$ cat src/rtl/rdz_pkg.sv
// ============================================================================
// rdz_pkg
// Shared types, result kind codes and zigzag helpers for the delta coder.
// ============================================================================
`default_nettype none

package rdz_pkg;

   localparam int SAMPLE_W = 32;
   localparam int LEN_W    = 11;
   localparam int CWIDTH_W = 6;

   localparam logic [LEN_W-1:0] LEN_RESET = 11'd1024;

   localparam logic [1:0] KIND_FIXED = 2'd0;
   localparam logic [1:0] KIND_REF   = 2'd1;
   localparam logic [1:0] KIND_CODED = 2'd2;

   // request leaving the front stage, one per accepted sample
   typedef struct packed {
      logic [SAMPLE_W-1:0] sample;
      logic                first;
      logic                have_ref;
      logic                last;
      logic [1:0]          kind;
      logic [SAMPLE_W-1:0] head;
      logic [SAMPLE_W-1:0] delta_max;
   } s0_item_type;

   function automatic logic [SAMPLE_W-1:0] zigzag(input logic [SAMPLE_W-1:0] d);
      return {d[SAMPLE_W-2:0], 1'b0} ^ {SAMPLE_W{d[SAMPLE_W-1]}};
   endfunction

   // bits needed for v, never below 1
   function automatic logic [CWIDTH_W-1:0] width_of(input logic [SAMPLE_W-1:0] v);
      logic [CWIDTH_W-1:0] n;
      n = CWIDTH_W'(1);
      for (int i = 1; i < SAMPLE_W; i++) begin
         if (v[i]) begin
            n = CWIDTH_W'(i + 1);
         end
      end
      return n;
   endfunction

endpackage

`default_nettype wire

$ cat src/rtl/rdz_back.sv
// ============================================================================
// rdz_back
// Reference compare stage and result register: takes the store read data,
// keeps the running reference-code maximum and emits one result per series.
// ============================================================================
`default_nettype none

module rdz_back (
   input  wire logic                                clock,
   input  wire logic                                reset,
   input  wire logic                                in_valid,
   input  wire rdz_pkg::s0_item_type                in_item,
   input  wire logic [rdz_pkg::SAMPLE_W-1:0]        rd_data,
   output logic                                     in_ready,
   output logic                                     rsp_valid,
   input  wire logic                                rsp_ready,
   output logic      [1:0]                          rsp_series_kind,
   output logic signed [rdz_pkg::SAMPLE_W-1:0]      rsp_head_value,
   output logic      [rdz_pkg::CWIDTH_W-1:0]        rsp_code_width
);

   import rdz_pkg::*;

   s0_item_type         s1_ff;
   logic                s1_valid_ff;
   logic [SAMPLE_W-1:0] rmax_ff, rmax_in;
   logic                out_valid_ff;
   logic [1:0]          out_kind_ff;
   logic [SAMPLE_W-1:0] out_head_ff, out_code_ff;

   logic                s1_move;
   logic                load_out;
   logic [SAMPLE_W-1:0] rcode, rbase;

   always_comb begin
      // only a series end needs the result register
      s1_move  = !s1_valid_ff || !s1_ff.last || !out_valid_ff || rsp_ready;
      load_out = s1_valid_ff && s1_ff.last && s1_move;

      rcode = zigzag(rd_data - s1_ff.sample);
      rbase = s1_ff.first ? '0 : rmax_ff;
      if (s1_ff.have_ref && rcode > rbase) begin
         rmax_in = rcode;
      end else begin
         rmax_in = rbase;
      end
   end

   assign in_ready = s1_move;

   always_ff @(posedge clock) begin
      if (reset) begin
         s1_valid_ff <= 1'b0;
      end else if (s1_move) begin
         s1_valid_ff <= in_valid;
      end
   end

   always_ff @(posedge clock) begin
      if (s1_move && in_valid) begin
         s1_ff <= in_item;
      end
   end

   always_ff @(posedge clock) begin
      if (reset) begin
         rmax_ff <= '0;
      end else if (s1_valid_ff && s1_move) begin
         rmax_ff <= rmax_in;
      end
   end

   always_ff @(posedge clock) begin
      if (reset) begin
         out_valid_ff <= 1'b0;
      end else if (load_out) begin
         out_valid_ff <= 1'b1;
      end else if (rsp_ready) begin
         out_valid_ff <= 1'b0;
      end
   end

   always_ff @(posedge clock) begin
      if (load_out) begin
         out_kind_ff <= s1_ff.kind;
         unique case (s1_ff.kind)
            KIND_FIXED: begin
               out_head_ff <= s1_ff.head;
               out_code_ff <= '0;
            end
            KIND_REF: begin
               out_head_ff <= s1_ff.head;
               out_code_ff <= s1_ff.delta_max;
            end
            default: begin
               out_head_ff <= '0;
               out_code_ff <= rmax_in;
            end
         endcase
      end
   end

   assign rsp_valid       = out_valid_ff;
   assign rsp_series_kind = out_kind_ff;
   assign rsp_head_value  = out_head_ff;
   assign rsp_code_width  = (out_kind_ff == KIND_FIXED) ? '0 : width_of(out_code_ff);

   a_end_emits: assert property (@(posedge clock) disable iff (reset)
      s1_valid_ff && s1_ff.last && s1_move |=> out_valid_ff)
      else $error("series end produced no result");

   a_coded_head: assert property (@(posedge clock) disable iff (reset)
      rsp_valid && rsp_series_kind == KIND_CODED |-> rsp_head_value == '0)
      else $error("coded series carries a head value");

endmodule

`default_nettype wire

$ cat config.mk
export PLATFORM = sky130hd
export DESIGN_NAME = rdz_back
export DESIGN_NICKNAME = d
export VERILOG_FILES = /design/src/rtl/rdz_pkg.sv /design/src/rtl/rdz_back.sv
export SDC_FILE = /design/constraint.sdc
export NUM_CORES = 1
export LEC_CHECK = 0
export ABC_AREA = 1
export ABC_CLOCK_PERIOD_IN_PS = 5910
export BUFFER_PORTS_ARGS = -buffer_cell sky130_fd_sc_hd__buf_2
export CORE_ASPECT_RATIO = 0.8
export CORE_MARGIN = 2
export CORE_UTILIZATION = 58
export CTS_BUF_LIST = sky130_fd_sc_hd__clkbuf_2 sky130_fd_sc_hd__clkbuf_4 sky130_fd_sc_hd__clkbuf_8
export DETAILED_ROUTE_END_ITERATION = 8
export PLACE_DENSITY_LB_ADDON = 0.12
export SLEW_MARGIN = 20
export SYNTH_ARGS = -nofsm -noshare
export SYNTH_HDL_FRONTEND = slang
export SYNTH_SLANG_ARGS = --single-unit
$ cat constraint.sdc
create_clock -name clock -period 5.91 [get_ports clock]
set_clock_uncertainty 0.05 [all_clocks]
set_input_delay 0.2955 -clock clock [delete_from_list [all_inputs] [get_ports clock]]
set_output_delay 0.2955 -clock clock [all_outputs]
set_load 0.05 [all_outputs]
Yosys cells after proc, flatten, opt, wreduce, memory -nomap -nowiden:

Cells that the tools add are included.

* register bits: 201
* input port bits: 137
* output and inout port bits: 42
* word-level logic and storage cells: 69

* add/sub/neg operators: 1
* order comparisons: 1
* equality and inequality tests: 1
* mux-type cells: 37
* bitwise gates (word level): 1
* reduce and logical (&&, ||, !) cells: 15

Operators with widths (number)
* 2-to-1 mux 6 bit: 31
* 2-to-1 mux 32 bit: 2
* case mux 32 bit (2 select lines): 1
* > comparator 32 bit: 1
* subtractor 32 bit: 1
* bitwise XOR 32 bit: 1
* logical AND 1 bit: 5
* zero test 2 bit: 2
* zero test 1 bit: 3
* logical OR 1 bit: 3
* equality test 2 x 1 -> 1 bit (second input constant): 1
* 2-to-1 mux 1 bit: 2
* 2-to-1 mux 2 bit: 1
* nonzero test 2 bit: 1
* OR reduction 2 bit: 1

Longest topological paths before layout:

* word-level depth: 32
* gate-level depth with buffers: 34

Worst setup path before layout:

No wires, ideal clock.

* kind: reg-to-reg
* from: register out_valid_ff, in the netlist rsp_valid
* to: register s1_ff[100] in the netlist's numbering (enable)
* setup time: 0.561 ns
* arrival time: 4.905 ns
* data required time: 5.299 ns
* path slack: 0.394 ns
* cell stages (with the launch flop): 6
* cell sequence: dfxtp_1 inv_1 nor2_1 inv_1 nor2_1 nor2_1

* cells in the longest elaborated chain, start to end: 4

RTL lines
* from (decl): line rdz_back.sv:27 `logic out_valid_ff;`
* from (signal assigned): line rdz_back.sv:75 `out_valid_ff <= 1'b0;`
* from (signal assigned): line rdz_back.sv:77 `out_valid_ff <= 1'b1;`
* from (signal assigned): line rdz_back.sv:79 `out_valid_ff <= 1'b0;`
* zero test 1 bit: line rdz_back.sv:37 `s1_move = !s1_valid_ff || !s1_ff.last || !out_valid_ff || rsp_ready;`
* logical OR 1 bit (2 in series): line rdz_back.sv:37
* logical AND 1 bit: line rdz_back.sv:60 `if (s1_move && in_valid) begin`
* to (signal assigned): line rdz_back.sv:61 `s1_ff <= in_item;`
* to (decl): line rdz_back.sv:24 `s0_item_type s1_ff;`

Every way passes these cells.
A chain may end at the register's enable or synchronous reset.

Final worst setup path:

* from: register s1_ff[81] in the netlist's numbering
* to: register out_code_ff[2] (data pin)

* cells in the longest elaborated chain, start to end: 6

RTL lines
* subtractor 32 bit (*): line rdz_back.sv:40 `rcode = zigzag(rd_data - s1_ff.sample);`
* bitwise XOR 32 bit (*): line rdz_pkg.sv:31 `return {d[SAMPLE_W-2:0], 1'b0} ^ {SAMPLE_W{d[SAMPLE_W-1]}};`
* > comparator 32 bit: line rdz_back.sv:42 `if (s1_ff.have_ref && rcode > rbase) begin`
* logical AND 1 bit: line rdz_back.sv:42
* 2-to-1 mux 32 bit (*): line rdz_back.sv:42
* case mux 32 bit (2 select lines) (*): line rdz_back.sv:86 `unique case (s1_ff.kind)`
* to (signal assigned): line rdz_back.sv:93 `out_code_ff <= s1_ff.delta_max;`
* to (signal assigned): line rdz_back.sv:97 `out_code_ff <= rmax_in;`
* to (decl): line rdz_back.sv:29 `logic [SAMPLE_W-1:0] out_head_ff, out_code_ff;`

Mark *: on every way between the ends. The rest lies on a longest branch, timed or not.

==> results.ini <==
[outcome]
status=finished clean

[floorplan]
core_sq_um=18300
dieArea_sq_um=20000
dieHeight_um=127
io-pin-count=179
die_x_um=158
rows=44
start_util=0.598

[synthesis]
synthArstFlopShare=0
synth_fp_nets=1398
synth_top_area_share=0.452
synth_area_leaders=edfxtp_1, nand2_1, inv_1
yosys_warnings=0
yosysUniqueCellTypes=47
syn_area_per_cell_sq_um=9.16
yosysSeqAreaShare=0.514
synth_ff_type=edfxtp_1
synthCells=1197
synth_edf_count=165
yosys.area.top_type=edfxtp_1
syn_area_sq_um=11000
yosys_register_bits=199

[clock_tree]
postCtsHoldBufs=100
clock_insertion_delay_worst_skew_ns=0.50
cts_buffers=17
tritoncts=done
cts_max_level=4
clock_tree.buffer_depth=2
clockRootBuffer=clkbuf_8
post-cts-setup-buffers=0
cts-resized-gates=0
cts_sinks=199
clk_pin_slew_ns=0.11

[critical_path]
required_ns=6.23
cp_slowest_cell=o21ai_0
critPathKind=reg -> reg
r2r_setup_slack_ns=0.66
crit_path_max_fanout=57
startpoint_type=flop
max_stage_delay_ns=0.40
worstSetupEndpointType=flop
r2r_cells=27
arrival_ns=5.56

[placement]
dp_hpwl_um=15700
dpl_worst_slack_ns=0.715
place_congestion=0.856
io_buffers=177

[pwr]
combinationalPowerShare=0.281
seq_power_share=0.459
p_int_mw=2.34
leakagePower_nw=6.39
cellPowerDensity_nw_per_um2=262
ir_drop_uv=166
p_clk_frac=0.261
swShare=0.342
p_sw_mw=1.22

[global_routing]
grt_usage=0.243
met1_usage=0.319
grt-ovfl-total=0
grt_max_degree=66
grtUsageMet2=0.416
grt_pass1_wl_um=38400
top_usage_layer=met2
antenna_found_initial=0
grt_pass1_vias=8273
grt_use_met3=0.0448

[route]
drtIter0Drc=552
wl_um=22900
viasPerCell=4.87
drc=0
drtPass1Iterations=6
routedWlPerCell_um=13.2
ant_nets=0
vias=8463

[cells_and_area]
final_util=0.739
multiInputGateArea_sq_um=4260
layout_commonest_cell=nand2_1
num_antenna_cells=0
regArea_sq_um=5640
fill_cells=1355
nNetsFinal=1672
syn_to_final_growth_pct=23.6
layout-drive-gt1-share=0.191
mostFrequentLayoutCells=nand2_1, inv_1, buf_2, edfxtp_1

[timing]
fin_crit_ns=5.25
fmax_ghz=0.191
final-setup-viol-count=0
holdWs_ns=0.0754
worst_pin_slew_ns=0.889
report.final.slew_viol_count=0
finalHoldViolCount=0
period_share=0.888
rsz0062_at_grt=false
setup_tns_ns=0
worst_slack_ns=0.662
slew_headroom=0.406

[hold_path]
hold_path_class=in -> reg
whs_path_depth=3

[flow_run]
max_cap_viol_count=0

-- layout make-up --
class / count / share of cell area
clock inverters: 15 / 0.0152
multi-input cells: 723 / 0.315
inverters: 243 / 0.0673
repair buffers: 287 / 0.147
clock buffers: 17 / 0.0173
well taps: 253 / 0.0234
flip-flops and latches: 199 / 0.416
-- cells in the mapped netlist, types with 2 or more instances --
cell / count
o21ai_2: 15
dfxtp_1: 34
nor2_1: 103
a211oi_1: 3
a31oi_1: 7
buf_2: 5
xnor2_1: 4
buf_12: 2
ha_1: 63
nand3b_1: 3
xor2_1: 23
and2_1: 4
nor3_1: 9
or2_1: 2
o21ai_1: 28
nor4_1: 5
nand4_1: 5
or2_2: 4
a21oi_1: 77
o221ai_1: 2
a221oi_1: 2
o21a_1: 3
xor2_2: 23
o21ai_0: 26
nand2_2: 6
clkbuf_1: 18
nand2_1: 262
buf_1: 5
o311ai_0: 2
o211ai_1: 2
a21oi_2: 5
inv_2: 3
inv_1: 240
nand3_1: 25
edfxtp_1: 165
-- power groups by stage --
stage | clock network (mW) | registers, mW | logic, mW
after floorplan | 0 | 1.69 | 0.701
after global placement | 0 | 1.66 | 0.920
after detailed placement | 0 | 1.66 | 0.944
after CTS | 0.942 | 1.63 | 1.00
after global routing | 0.992 | 1.64 | 1.14
final | 0.926 | 1.63 | 0.998
-- metrics by stage --
step | power [mW] | cell area, sq um | cells
global placement | 2.58 | 12100 | 1604
global route | 3.77 | 13600 | 1737
finish | 3.56 | 13600 | 1737
detailed placement | 2.61 | 12100 | 1604
floorplan | 2.39 | 11000 | 1197
CTS | 3.57 | 13500 | 1736
-- cells by family (layout without fill, tap and decap cells) --
logic type / count (synthesis) / after routing / synth area share
AO/OA/AOI/OAI: 179 / 179 / 0.0979
AND/OR/NAND/NOR: 430 / 430 / 0.160
adder cells (fa/ha/maj): 64 / 64 / 0.0737
flip-flops: 199 / 199 / 0.514
XOR/XNOR: 50 / 50 / 0.0557
buffers and inverters: 275 / 562 / 0.0987
-- routing by layer --
metal  up-vias  wire length [um]
met1      3881             10200
met3        31               952
met2       170             11300
li1       4381                 -
met5         -                 0
met4         0               373
-- registers in the layout, indices dropped and copies added (netlist names) --
name	cells
s1_valid_ff	1
rsp_head_value	32
out_code_ff	31
rsp_series_kind	2
rmax_ff	32
rsp_valid	1
s1_ff	100
-- final timing paths --
check	start	end
worst min-delay path	in_valid	s1_valid_ff$_SDFFE_PP0N_
worst max register to register	s1_ff[81]$_DFFE_PP_	out_code_ff[2]$_DFFE_PP_
worst min register to register	s1_ff[64]$_DFFE_PP_	rsp_series_kind[0]$_DFFE_PP_
worst max-delay path	s1_ff[81]$_DFFE_PP_	out_code_ff[2]$_DFFE_PP_
-- critical path, delay by kind of cell (launching register included) --
family / cells / cell delay [ns]
and+or+nand+nor: 10 / 1.26
adders and majority gates: 2 / 0.53
buffers and inverters: 4 / 0.63
xor gates and xnor gates: 1 / 0.20
AOI/OAI and AO/OA: 10 / 2.06
DFF: 1 / 0.38
Note: power is estimated with default switching activity, not from simulation.
