$ cat src/rtl/rdz_pkg.sv
// ============================================================================
// rdz_pkg
// Shared types, result kind codes and zigzag helpers for the delta coder.
// ============================================================================
`default_nettype none

package rdz_pkg;

   localparam int SAMPLE_W = 32;
   localparam int LEN_W    = 11;
   localparam int CWIDTH_W = 6;

   localparam logic [LEN_W-1:0] LEN_RESET = 11'd1024;

   localparam logic [1:0] KIND_FIXED = 2'd0;
   localparam logic [1:0] KIND_REF   = 2'd1;
   localparam logic [1:0] KIND_CODED = 2'd2;

   // request leaving the front stage, one per accepted sample
   typedef struct packed {
      logic [SAMPLE_W-1:0] sample;
      logic                first;
      logic                have_ref;
      logic                last;
      logic [1:0]          kind;
      logic [SAMPLE_W-1:0] head;
      logic [SAMPLE_W-1:0] delta_max;
   } s0_item_type;

   function automatic logic [SAMPLE_W-1:0] zigzag(input logic [SAMPLE_W-1:0] d);
      return {d[SAMPLE_W-2:0], 1'b0} ^ {SAMPLE_W{d[SAMPLE_W-1]}};
   endfunction

   // bits needed for v, never below 1
   function automatic logic [CWIDTH_W-1:0] width_of(input logic [SAMPLE_W-1:0] v);
      logic [CWIDTH_W-1:0] n;
      n = CWIDTH_W'(1);
      for (int i = 1; i < SAMPLE_W; i++) begin
         if (v[i]) begin
            n = CWIDTH_W'(i + 1);
         end
      end
      return n;
   endfunction

endpackage

`default_nettype wire

$ cat src/rtl/rdz_front.sv
// ============================================================================
// rdz_front
// Per-sample series tracking: position, constancy, delta maximum, reference
// bank selection and store addressing.
// ============================================================================
`default_nettype none

module rdz_front #(
   parameter int MAX_SERIES_LEN = 1024
) (
   input  wire logic                                       clock,
   input  wire logic                                       reset,
   input  wire logic                                       accept,
   input  wire logic [rdz_pkg::SAMPLE_W-1:0]               sample,
   input  wire logic                                       quadrant_start,
   input  wire logic [rdz_pkg::LEN_W-1:0]                  series_length,
   output logic      [$clog2(MAX_SERIES_LEN):0]            wr_addr,
   output logic      [$clog2(MAX_SERIES_LEN):0]            rd_addr,
   output rdz_pkg::s0_item_type                            item
);

   import rdz_pkg::*;

   localparam int IDX_W = $clog2(MAX_SERIES_LEN);
   localparam int CW    = (IDX_W + 2 > LEN_W) ? IDX_W + 2 : LEN_W;

   logic [IDX_W-1:0]    idx_ff, idx_in;
   logic                ref_bank_ff, ref_bank_in;
   logic                have_ref_ff, have_ref_in;
   logic [SAMPLE_W-1:0] prev_ff, prev_in;
   logic [SAMPLE_W-1:0] first_ff, first_in;
   logic                const_ff, const_in;
   logic [SAMPLE_W-1:0] dmax_ff, dmax_in;

   logic                is_first;
   logic                have_ref_eff;
   logic [SAMPLE_W-1:0] dcode;
   logic [CW-1:0]       len_ext, eff_len, idx_next;
   logic                last;

   always_comb begin
      is_first     = (idx_ff == '0);
      have_ref_eff = have_ref_ff & ~(is_first & quadrant_start);
      dcode        = zigzag(sample - prev_ff);

      len_ext = CW'(series_length);
      if (len_ext == '0) begin
         eff_len = CW'(1);
      end else if (len_ext > CW'(MAX_SERIES_LEN)) begin
         eff_len = CW'(MAX_SERIES_LEN);
      end else begin
         eff_len = len_ext;
      end
      idx_next = CW'(idx_ff) + CW'(1);
      last     = (idx_next >= eff_len);

      first_in = is_first ? sample : first_ff;
      const_in = is_first ? 1'b1 : (const_ff & (sample == prev_ff));
      if (is_first) begin
         dmax_in = '0;
      end else begin
         dmax_in = (dcode > dmax_ff) ? dcode : dmax_ff;
      end
      prev_in = sample;

      item.sample    = sample;
      item.first     = is_first;
      item.have_ref  = have_ref_eff;
      item.last      = last;
      item.head      = first_in;
      item.delta_max = dmax_in;
      priority if (const_in) begin
         item.kind = KIND_FIXED;
      end else if (!have_ref_eff) begin
         item.kind = KIND_REF;
      end else begin
         item.kind = KIND_CODED;
      end

      ref_bank_in = ref_bank_ff;
      have_ref_in = have_ref_eff;
      if (last) begin
         idx_in = '0;
         if (item.kind == KIND_REF) begin
            ref_bank_in = ~ref_bank_ff;
            have_ref_in = 1'b1;
         end
      end else begin
         idx_in = idx_next[IDX_W-1:0];
      end
   end

   // current series goes to the bank that is not the reference
   assign wr_addr = {~ref_bank_ff, idx_ff};
   assign rd_addr = { ref_bank_ff, idx_ff};

   always_ff @(posedge clock) begin
      if (reset) begin
         idx_ff      <= '0;
         ref_bank_ff <= 1'b0;
         have_ref_ff <= 1'b0;
         prev_ff     <= '0;
         first_ff    <= '0;
         const_ff    <= 1'b1;
         dmax_ff     <= '0;
      end else if (accept) begin
         idx_ff      <= idx_in;
         ref_bank_ff <= ref_bank_in;
         have_ref_ff <= have_ref_in;
         prev_ff     <= prev_in;
         first_ff    <= first_in;
         const_ff    <= const_in;
         dmax_ff     <= dmax_in;
      end
   end

   a_ref_taken: assert property (@(posedge clock) disable iff (reset)
      accept && item.last && item.kind == KIND_REF |=> have_ref_ff && idx_ff == '0)
      else $error("new reference series not recorded");

   a_idx_advance: assert property (@(posedge clock) disable iff (reset)
      accept && !item.last |=> idx_ff != '0)
      else $error("sample position failed to advance");

endmodule

`default_nettype wire

$ cat config.mk
export PLATFORM = sky130hd
export DESIGN_NAME = rdz_front
export DESIGN_NICKNAME = d
export VERILOG_FILES = /design/src/rtl/rdz_pkg.sv /design/src/rtl/rdz_front.sv
export SDC_FILE = /design/constraint.sdc
export NUM_CORES = 1
export LEC_CHECK = 0
export BUFFER_PORTS_ARGS = -buffer_cell sky130_fd_sc_hd__buf_2
export CORE_AREA = 2 2 126 128
export CTS_CLUSTER_DIAMETER = 30
export DETAILED_ROUTE_END_ITERATION = 8
export DIE_AREA = 0 0 128 130
export PLACE_DENSITY = 0.8
export RECOVER_POWER = 25
export SETUP_SLACK_MARGIN = 0.4
export SLEW_MARGIN = 10
export SYNTH_ARGS = -nofsm -noshare
export SYNTH_HDL_FRONTEND = slang
export SYNTH_SLANG_ARGS = --single-unit
export TNS_END_PERCENT = 100
$ cat constraint.sdc
create_clock -name clock -period 10.65 [get_ports clock]
set_input_delay 2.13 -clock clock [delete_from_list [all_inputs] [get_ports clock]]
set_output_delay 2.13 -clock clock [all_outputs]
set_load 0.02 [all_outputs]
Yosys cells after proc, flatten, opt, wreduce, memory -nomap -nowiden
Cells that the tools add are included.

cells by class
  reductions and logical operators = 3
  equal/unequal tests = 2
  bitwise operators = 6
  multiplexer cells = 11
  magnitude comparators = 3
  add/sub/neg operators = 2

operator list
  operator                 number
  $mux W32                 3
  $eq A32 B32 Y1           1
  $gt A32 B32 Y1           1
  $sub A32 B32 Y32         1
  $xor A32 B32 Y32         1
  $mux W11                 2
  $ge A11 B12 Y1           1
  $add A10 B1 Y11 const B  1
  $gt A11 B11 Y1 const B   1
  $logic_not A11 Y1        1
  $logic_not A10 Y1        1
  $mux W10                 1
  $mux W2                  2
  $and A1 B1 Y1            3
  $mux W1                  3
  $reduce_and A3 Y1        1
  $eq A2 B1 Y1 const B     1
  $not A1 Y1               2

word-level totals
  register bits after elaboration = 109
  bits of input ports = 47
  output and inout port bits = 123

Logic depth before layout (Yosys ltp)
Gate-level depths: netlist of run 1.

  depth after elaboration = 9
  depth in mapped cells = 23
  depth with buffers taken out = 21

Worst setup path before layout of run 1
Ideal clock, no wire load.

  path type = input to output
  start = input sample[18] in the netlist's numbering
  end = output item[17] in the netlist's numbering
  arrival = 7100 ps
  required time = 8520 ps
  path buffers = 4
  slack = 1420 ps
  stages = 22
  cells stage by stage = ha_1 > clkbuf_1 > a21oi_1 > o21ai_1 > a221o_1 > or3_1 > o21ai_2 > xnor2_1 > buf_2 > xor2_1 > ha_1 > a21oi_1 > o21ai_0 > a211oi_1 > o21bai_1 > a221o_1 > a31oi_1 > or3_1 > buf_2 > clkbuf_1 > a21oi_1 > a211oi_1

RTL lines
  element             line             RTL
  start: declaration  rdz_front.sv:14  input wire logic [rdz_pkg::SAMPLE_W-1:0] sample,
  end: declaration    rdz_front.sv:19  output rdz_pkg::s0_item_type item

==> qor.yml, run 1 <==
worst_setup_path:
  cpMostUsedCell: "a21oi_1"
  path_buf_inv: 4
  critPathMaxFanout: 17
  required_ps: 8520
  path_cells: "buf_2, ha_1, a21oi_1, o21ai_1, a221o_1, or3_1, o21ai_2, xnor2_2, buf_4, xor2_1, ha_1, a21oi_1, o21ai_0, a211oi_1, o21bai_1, a221o_1, a31oi_1, or3_4, buf_4, a21oi_1, a211oi_1, buf_2"
  critPathArrivalTime_ps: 7730
  slowest_stage: "a31oi_1"
  critPathKind: "in -> out"
  cp_slowest_stage_delay_ps: 450
  cp-start-kind: "input port"
  endpoint_kind: "output port"
  critPathTopFamily: "compound AO/OA/AOI/OAI gates"
place:
  dpl.hpwl_um: 15730
  dp_slack_ps: 522.1
  dpl_cell_area_mm2: 0.008954
  numPortBuffers: 169
  gp_congestion: 0.9136
outcome:
  status: "complete, but fails checks"
  violations: "capacitance limit, slew limit"
global_routing:
  antenna_found_initial: 0
  gr-total-overflow: 0
  grt_max_degree: 76
  grt_pass1_vias: 6962
  grt_util_all_layers_pct: 25.23
  grt_pass1_wl_um: 34050
yosys:
  syn_nets: 1233
  synth.avg_cell_area_um2: 7.515
  synth_seq_cells: 109
  async_flop_share_pct: 0
  yosys_most_used_dff: "dfxtp_1"
  yosysTopAreaCellShare_pct: 26.16
  synth.distinct_cells: 54
  netlist_area_mm2: 0.008342
  synth_edf_count: 0
  yosysWarnings: 0
  seq_area_frac_synth_pct: 26.16
  synthTopCellsByArea: "dfxtp_1 (26%), ha_1 (11%), nor2_1 (6.5%)"
  synth_top_area_cell: "dfxtp_1"
  synthCells: 1110
sta:
  min_period_over_period_pct: 92.55
  maxSlewHeadroom_pct: -142.5
  timing_hold_violations_final: 0
  rsz0062_at_grt: "false"
  fmaxAchievable_mhz: 101.5
  fin_setup_tns_ps: 0
  tightest_slew_ps: 3638
  fin_ws_ps: 793.9
  finalSetupViolations: 0
  clock_skew_ps: 10.11
  slew_viol_final: 76
  fin_crit_ps: 9856
final_layout:
  multi_input_comb_area_mm2: 0.005325
  syn_to_final_growth_pct: 10.89
  fin_area_mm2: 0.009250
  drive_gt1_share_pct: 15.85
  regArea_mm2: 0.002182
  nFillCells: 1503
  utilization_pct: 59.97
  insertedDiodeCount: 0
  final_nets: 1323
detailed_routing:
  ant_nets: 0
  avgViaCountPerCell: 5.589
  vias: 7808
  wl_per_cell_um: 15.28
  postRouteWirelength_um: 21350
  met3_wirelength_um: 1249
  drc: 0
  drtIter0Drc: 589
  wl_met1_um: 10390
  dr.pass1.iters: 5
  highest_layer: "met4"
  wl_met2_um: 9471
floorplanning:
  die_area_mm2: 0.01664
  initial_core_util_pct: 54.08
  die_x_um: 128
  pin_count: 170
  core_mm2: 0.01542
  die_h_um: 130
  rows: 46
flow_run:
  drv_cap: 1
pwr:
  p_leak_nw: 4.204
  p_int_w: 0.0009775
  p_per_area_mw_per_mm2: 189.9
  peakVddDrop_v: 0.0001075
  power_frac_clock_pct: 19.9
  seqPwrFrac_pct: 26.0
  p_sw_share_pct: 44.36
  combPwrFrac_pct: 54.1
  p_sw_w: 0.0007794
clock_tree:
  htree_levels: 3
  postCtsHoldBufs: 0
  clk_pin_slew_ps: 80
  ctsLongestPathBuffers: 2
  cts_root_buf: "clkbuf_16"
  cts_tree: "yes"
  cts_buffers: 9
  cts.sinks: 109
  clk_latency_ps: 370
min_path:
  hold_class: "reg -> reg"
-- routing by layer --
layer | track usage [%] | vias up
met2 | 40.20 | 231
li1 | - | 3959
met5 | 0 | -
met3 | 5.248 | 22
met4 | 5.430 | 0
met1 | 35.46 | 3596
-- cell families after synthesis --
family                   count (synthesis)  share of synthesized area [%]
AND/OR/NAND/NOR                        401                          20.79
AO/OA/AOI/OAI                          233                          18.75
buffers and inverters                  180                          10.47
flip-flops                             109                          26.16
XOR/XNOR                                78                          8.369
adder cells (fa/ha/maj)                 76                          11.49
multiplexers                            33                          3.975
-- layout make-up --
class	instances	area share, %
multi-input combinational	821	57.57
sequential	109	23.59
timing repair buffer	181	9.847
inverter	78	3.165
tap	192	2.597
clock buffer	9	2.435
clock inverter	7	0.7981
-- cell usage after synthesis (all sizes together), types with 2 or more instances --
| cell | count |
|---|---|
| a211oi | 36 |
| a21boi | 3 |
| a21o | 17 |
| a21oi | 76 |
| a221o | 2 |
| a22o | 31 |
| a311oi | 2 |
| a31oi | 9 |
| and2 | 3 |
| and3 | 11 |
| buf | 63 |
| clkbuf | 39 |
| dfxtp | 109 |
| ha | 75 |
| inv | 77 |
| mux2i | 32 |
| nand2 | 133 |
| nand2b | 3 |
| nand3 | 21 |
| nand3b | 2 |
| nand4 | 19 |
| nor2 | 145 |
| nor2b | 5 |
| nor3 | 48 |
| nor3b | 2 |
| nor4 | 4 |
| o2111ai | 3 |
| o21a | 7 |
| o21ai | 31 |
| o21bai | 5 |
| o221ai | 2 |
| o41ai | 2 |
| or2 | 2 |
| or3 | 2 |
| xnor2 | 47 |
| xor2 | 30 |
-- through the flow --
| stage | cells | power (W) | hold slack, ps |
|---|---|---|---|
| global placement | 1381 | 0.001379 | 455.2 |
| floorplan | 1110 | 0.001159 | 442.2 |
| global route | 1397 | 0.001876 | 490.7 |
| detailed placement | 1381 | 0.001391 | 456.3 |
| CTS | 1397 | 0.001747 | 478.4 |
| finish | 1397 | 0.001757 | 473.6 |
-- what timing repair did --
item / in CTS / in global routing
resized for setup: 0 / 5
setup buffers: 0 / 0
setup endpoints to repair: 0 / 31
endpoints found under the hold margin: 0 / 0
-- worst paths after layout --
path / start / endpoint / slack, ps / cells after the start
max reg2reg: prev_ff[18]$_SDFFE_PP0P_ / dmax_ff[1]$_SDFFE_PP0P_ / 4500 / 22
min reg2reg: dmax_ff[6]$_SDFFE_PP0P_ / dmax_ff[6]$_SDFFE_PP0P_ / 470 / 1
min: dmax_ff[6]$_SDFFE_PP0P_ / dmax_ff[6]$_SDFFE_PP0P_ / 470 / 1
max: sample[18] / item[5] / 790 / 22
-- state kept, by name, summed over array words and instances, names as in the netlist --
signal and count:
dmax_ff 32, first_ff 32, prev_ff 32, idx_ff 10, const_ff 1, have_ref_ff 1, ref_bank_ff 1
-- layout by cell type (no fill, tap or decap), types with 21 or more instances in the layout --
cell type and instances:
buf_2 149, nand2_1 133, xor2_1 30, dfxtp_1 109
a211oi_1 36, ha_1 75, nand3_1 21, nor2_1 144
a22o_1 31, o21ai_0 27, nor3_1 47, xnor2_1 46
a21oi_1 75, inv_1 76, mux2i_1 32
-- power by group through the flow --
stage	registers, W	logic [W]	clock network [W]
floorplan	0.000462	0.000696	0
global placement	0.000464	0.000915	0
detailed placement	0.000465	0.000925	0
CTS	0.000456	0.000932	0.000358
global route	0.000460	0.00104	0.000373
finish	0.000457	0.000950	0.000350
No activity file was read; power rests on OpenSTA's default activity.
==> inputs of run 2 (changes only) <==
--- a/config.mk
+++ b/config.mk
@@ -15,3 +15,3 @@
 export SETUP_SLACK_MARGIN = 0.4
-export SLEW_MARGIN = 10
+export SLEW_MARGIN = 5
 export SYNTH_ARGS = -nofsm -noshare
==> constraint.sdc (replaced) <==
create_clock -name clock -period 10.65 [get_ports clock]
set_input_delay 1.065 -clock clock [delete_from_list [all_inputs] [get_ports clock]]
set_output_delay 1.065 -clock clock [all_outputs]
set_load 0.02 [all_outputs]
==> qor.yml, run 2 (synthesis results as in run 1) <==
clock_tree:
  cts_root_buf: "clkbuf_16"
  cts_setup_buffers: 0  # unchanged
  postCtsHoldBufs: 0  # unchanged
  htree_levels: 3  # unchanged
  clk_pin_slew_ps: 70  # about the same
  cts.sinks: 109  # unchanged
  clk_latency_ps: 370  # about the same
  cts_tree: "yes"
  ctsLongestPathBuffers: 2  # unchanged
  ctsResizeCount: 0  # unchanged
  cts_buffers: 9  # unchanged
sta:
  clock_skew_ps: 11.16  # +1.048 ps
  tightest_slew_ps: 3612  # -26.37 ps
  fin_setup_tns_ps: 0  # unchanged
  maxSlewHeadroom_pct: -140.8  # +1.8 points
  fin_crit_ps: 8474  # -1382 ps
  finalSetupViolations: 0  # unchanged
  timing_hold_violations_final: 0  # unchanged
  slew_viol_final: 76  # unchanged
  fmaxAchievable_mhz: 118.0  # +16%
  fin_ws_ps: 2176  # +1382 ps
  min_period_over_period_pct: 79.57  # -13 points
  rsz0062_at_grt: "false"
detailed_routing:
  vias: 7762  # -0.59%
  postRouteWirelength_um: 21190  # -0.74%
  ant_nets: 0  # unchanged
  avgViaCountPerCell: 5.568  # -0.38%
  drtIter0Drc: 580  # -1.5%
  dr.pass1.iters: 7  # +2
  wl_per_cell_um: 15.20  # -0.52%
  drc: 0  # unchanged
worst_setup_path:
  r2r_start: "prev_ff[2]$_SDFFE_PP0P_"
  endpoint_kind: "output port"
  r2r-end: "dmax_ff[31]$_SDFFE_PP0P_"
  critPathArrivalTime_ps: 7410  # -320 ps
  r2r_cells: 21  # -4.5%
  cp-start-kind: "input port"
  r2r_slack_ps: 3880  # -620 ps
  required_ps: 9590  # +1070 ps
  critPathKind: "in -> out"
  critPathMaxFanout: 32  # +15
place:
  dpl.hpwl_um: 15230  # -3.2%
  dp_slack_ps: 2259  # +1737 ps
  gp_congestion: 0.8962  # -1.9%
  numPortBuffers: 169  # unchanged
min_path:
  holdPathEnd: "dmax_ff[26]$_SDFFE_PP0P_"
  worstHoldStart: "dmax_ff[26]$_SDFFE_PP0P_"
  min_path_cells: 1  # unchanged
  hold_class: "reg -> reg"
global_routing:
  grt_util_all_layers_pct: 25.23  # about the same
  antenna_found_initial: 0  # unchanged
  grt_pass1_vias: 6839  # -1.8%
  grt_pass1_wl_um: 34220  # +0.51%
  gr-total-overflow: 0  # unchanged
  grt_max_degree: 76  # unchanged
pwr:
  combPwrFrac_pct: 53.4  # -0.7 points
  p_sw_share_pct: 44.57  # +0.21 points
  peakVddDrop_v: 0.0001159  # +7.8%
  power_frac_clock_pct: 20.3  # +0.4 points
  p_per_area_mw_per_mm2: 189.2  # -0.37%
  p_leak_nw: 4.170  # -0.81%
  seqPwrFrac_pct: 26.2  # +0.2 points
  p_int_w: 0.0009653  # -1.2%
  p_sw_w: 0.0007762  # -0.41%
floorplanning:
  die_h_um: 130  # unchanged
  die_x_um: 128  # unchanged
  die_area_mm2: 0.01664  # unchanged
  core_mm2: 0.01542  # unchanged
  pin_count: 170  # unchanged
  rows: 46  # unchanged
  initial_core_util_pct: 54.08  # unchanged
final_layout:
  final_common_cell: "nor2_1"
  reg_top3: "dmax_ff (32), first_ff (32), prev_ff (32)"
  insertedDiodeCount: 0  # unchanged
  syn_to_final_growth_pct: 10.32
  drive_gt1_share_pct: 14.81  # -1.0 points
  final_nets: 1320  # -0.23%
  most-common-layout-cells: "nor2_1 (145), buf_2 (143), nand2_1 (133), dfxtp_1 (109), inv_1 (76)"
flow_run:
  drv_cap: 1  # unchanged
outcome:
  violations: "capacitance limit, slew limit"
  status: "complete, but fails checks"
==> run 2: how the worst max path moves through the flow <==
stage,startpoint,end,slack (ps),cells past startpoint
after global placement,sample[2],item[29],2470,21
final,sample[2],item[2],2180,21
after global routing,sample[2],item[2],1610,21
after floorplan,sample[18],item[17],3550,22
after detailed placement,sample[2],item[29],2260,21
after CTS,sample[2],item[2],2180,21
==> run 2: critical path: stages <==
cell and delay [ps]:
buf_2 120, ha_1 380, a21oi_1 260, a21oi_2 110
o41ai_1 630, a21boi_2 140, o21ai_2 280, xnor2_2 310
buf_4 470, xor2_1 290, ha_1 310, a21oi_1 150
o21ai_0 90, a211oi_1 250, o21bai_1 100, a221o_1 330
a31oi_1 340, or3_1 980, a21oi_1 240, a211oi_1 320
buf_2 210
==> run 2: cell type report <==
class / instances / area [µm²]
multi-input cells: 821 / 5300
flip-flops and latches: 109 / 2182
inverters: 78 / 292.8
clock buffers: 9 / 225.2
well taps: 192 / 240.2
repair buffers: 178 / 880.8
clock inverters: 7 / 81.33
fillers: 1473 / 6222
==> run 2: stage by stage <==
step / area [µm²] / cells / util [%] / hold slack, ps / power (W)
after floorplan: 8342 / 1110 / - / 442.2 / 0.001159
after global placement: 8931 / 1378 / 57.90 / 455.4 / 0.001365
after detailed placement: 8931 / 1378 / 57.90 / 454.2 / 0.001377
after CTS: 9238 / 1394 / 59.89 / 478.7 / 0.001742
after global routing: 9203 / 1394 / 59.66 / 488.5 / 0.001867
final: 9203 / 1394 / 59.66 / 477.7 / 0.001742
==> run 2: routing by layer <==
metal  part of all wire [%]  GRT usage (%)  vias to the layer above
met5                      0              0                        -
met3                    5.3          4.510                       25
met2                     43          38.88                      225
li1                       -              -                     3943
met4                    1.8          6.852                        0
met1                     50          36.38                     3569
==> run 2: power groups by stage <==
stage,sequential [W],combinational [W],clock [W]
6_report,0.000457,0.000931,0.000354
5_1_grt,0.000461,0.00103,0.000380
4_1_cts,0.000457,0.000921,0.000364
3_5_place_dp,0.000465,0.000912,0
3_3_place_gp,0.000464,0.000901,0
2_1_floorplan,0.000462,0.000696,0
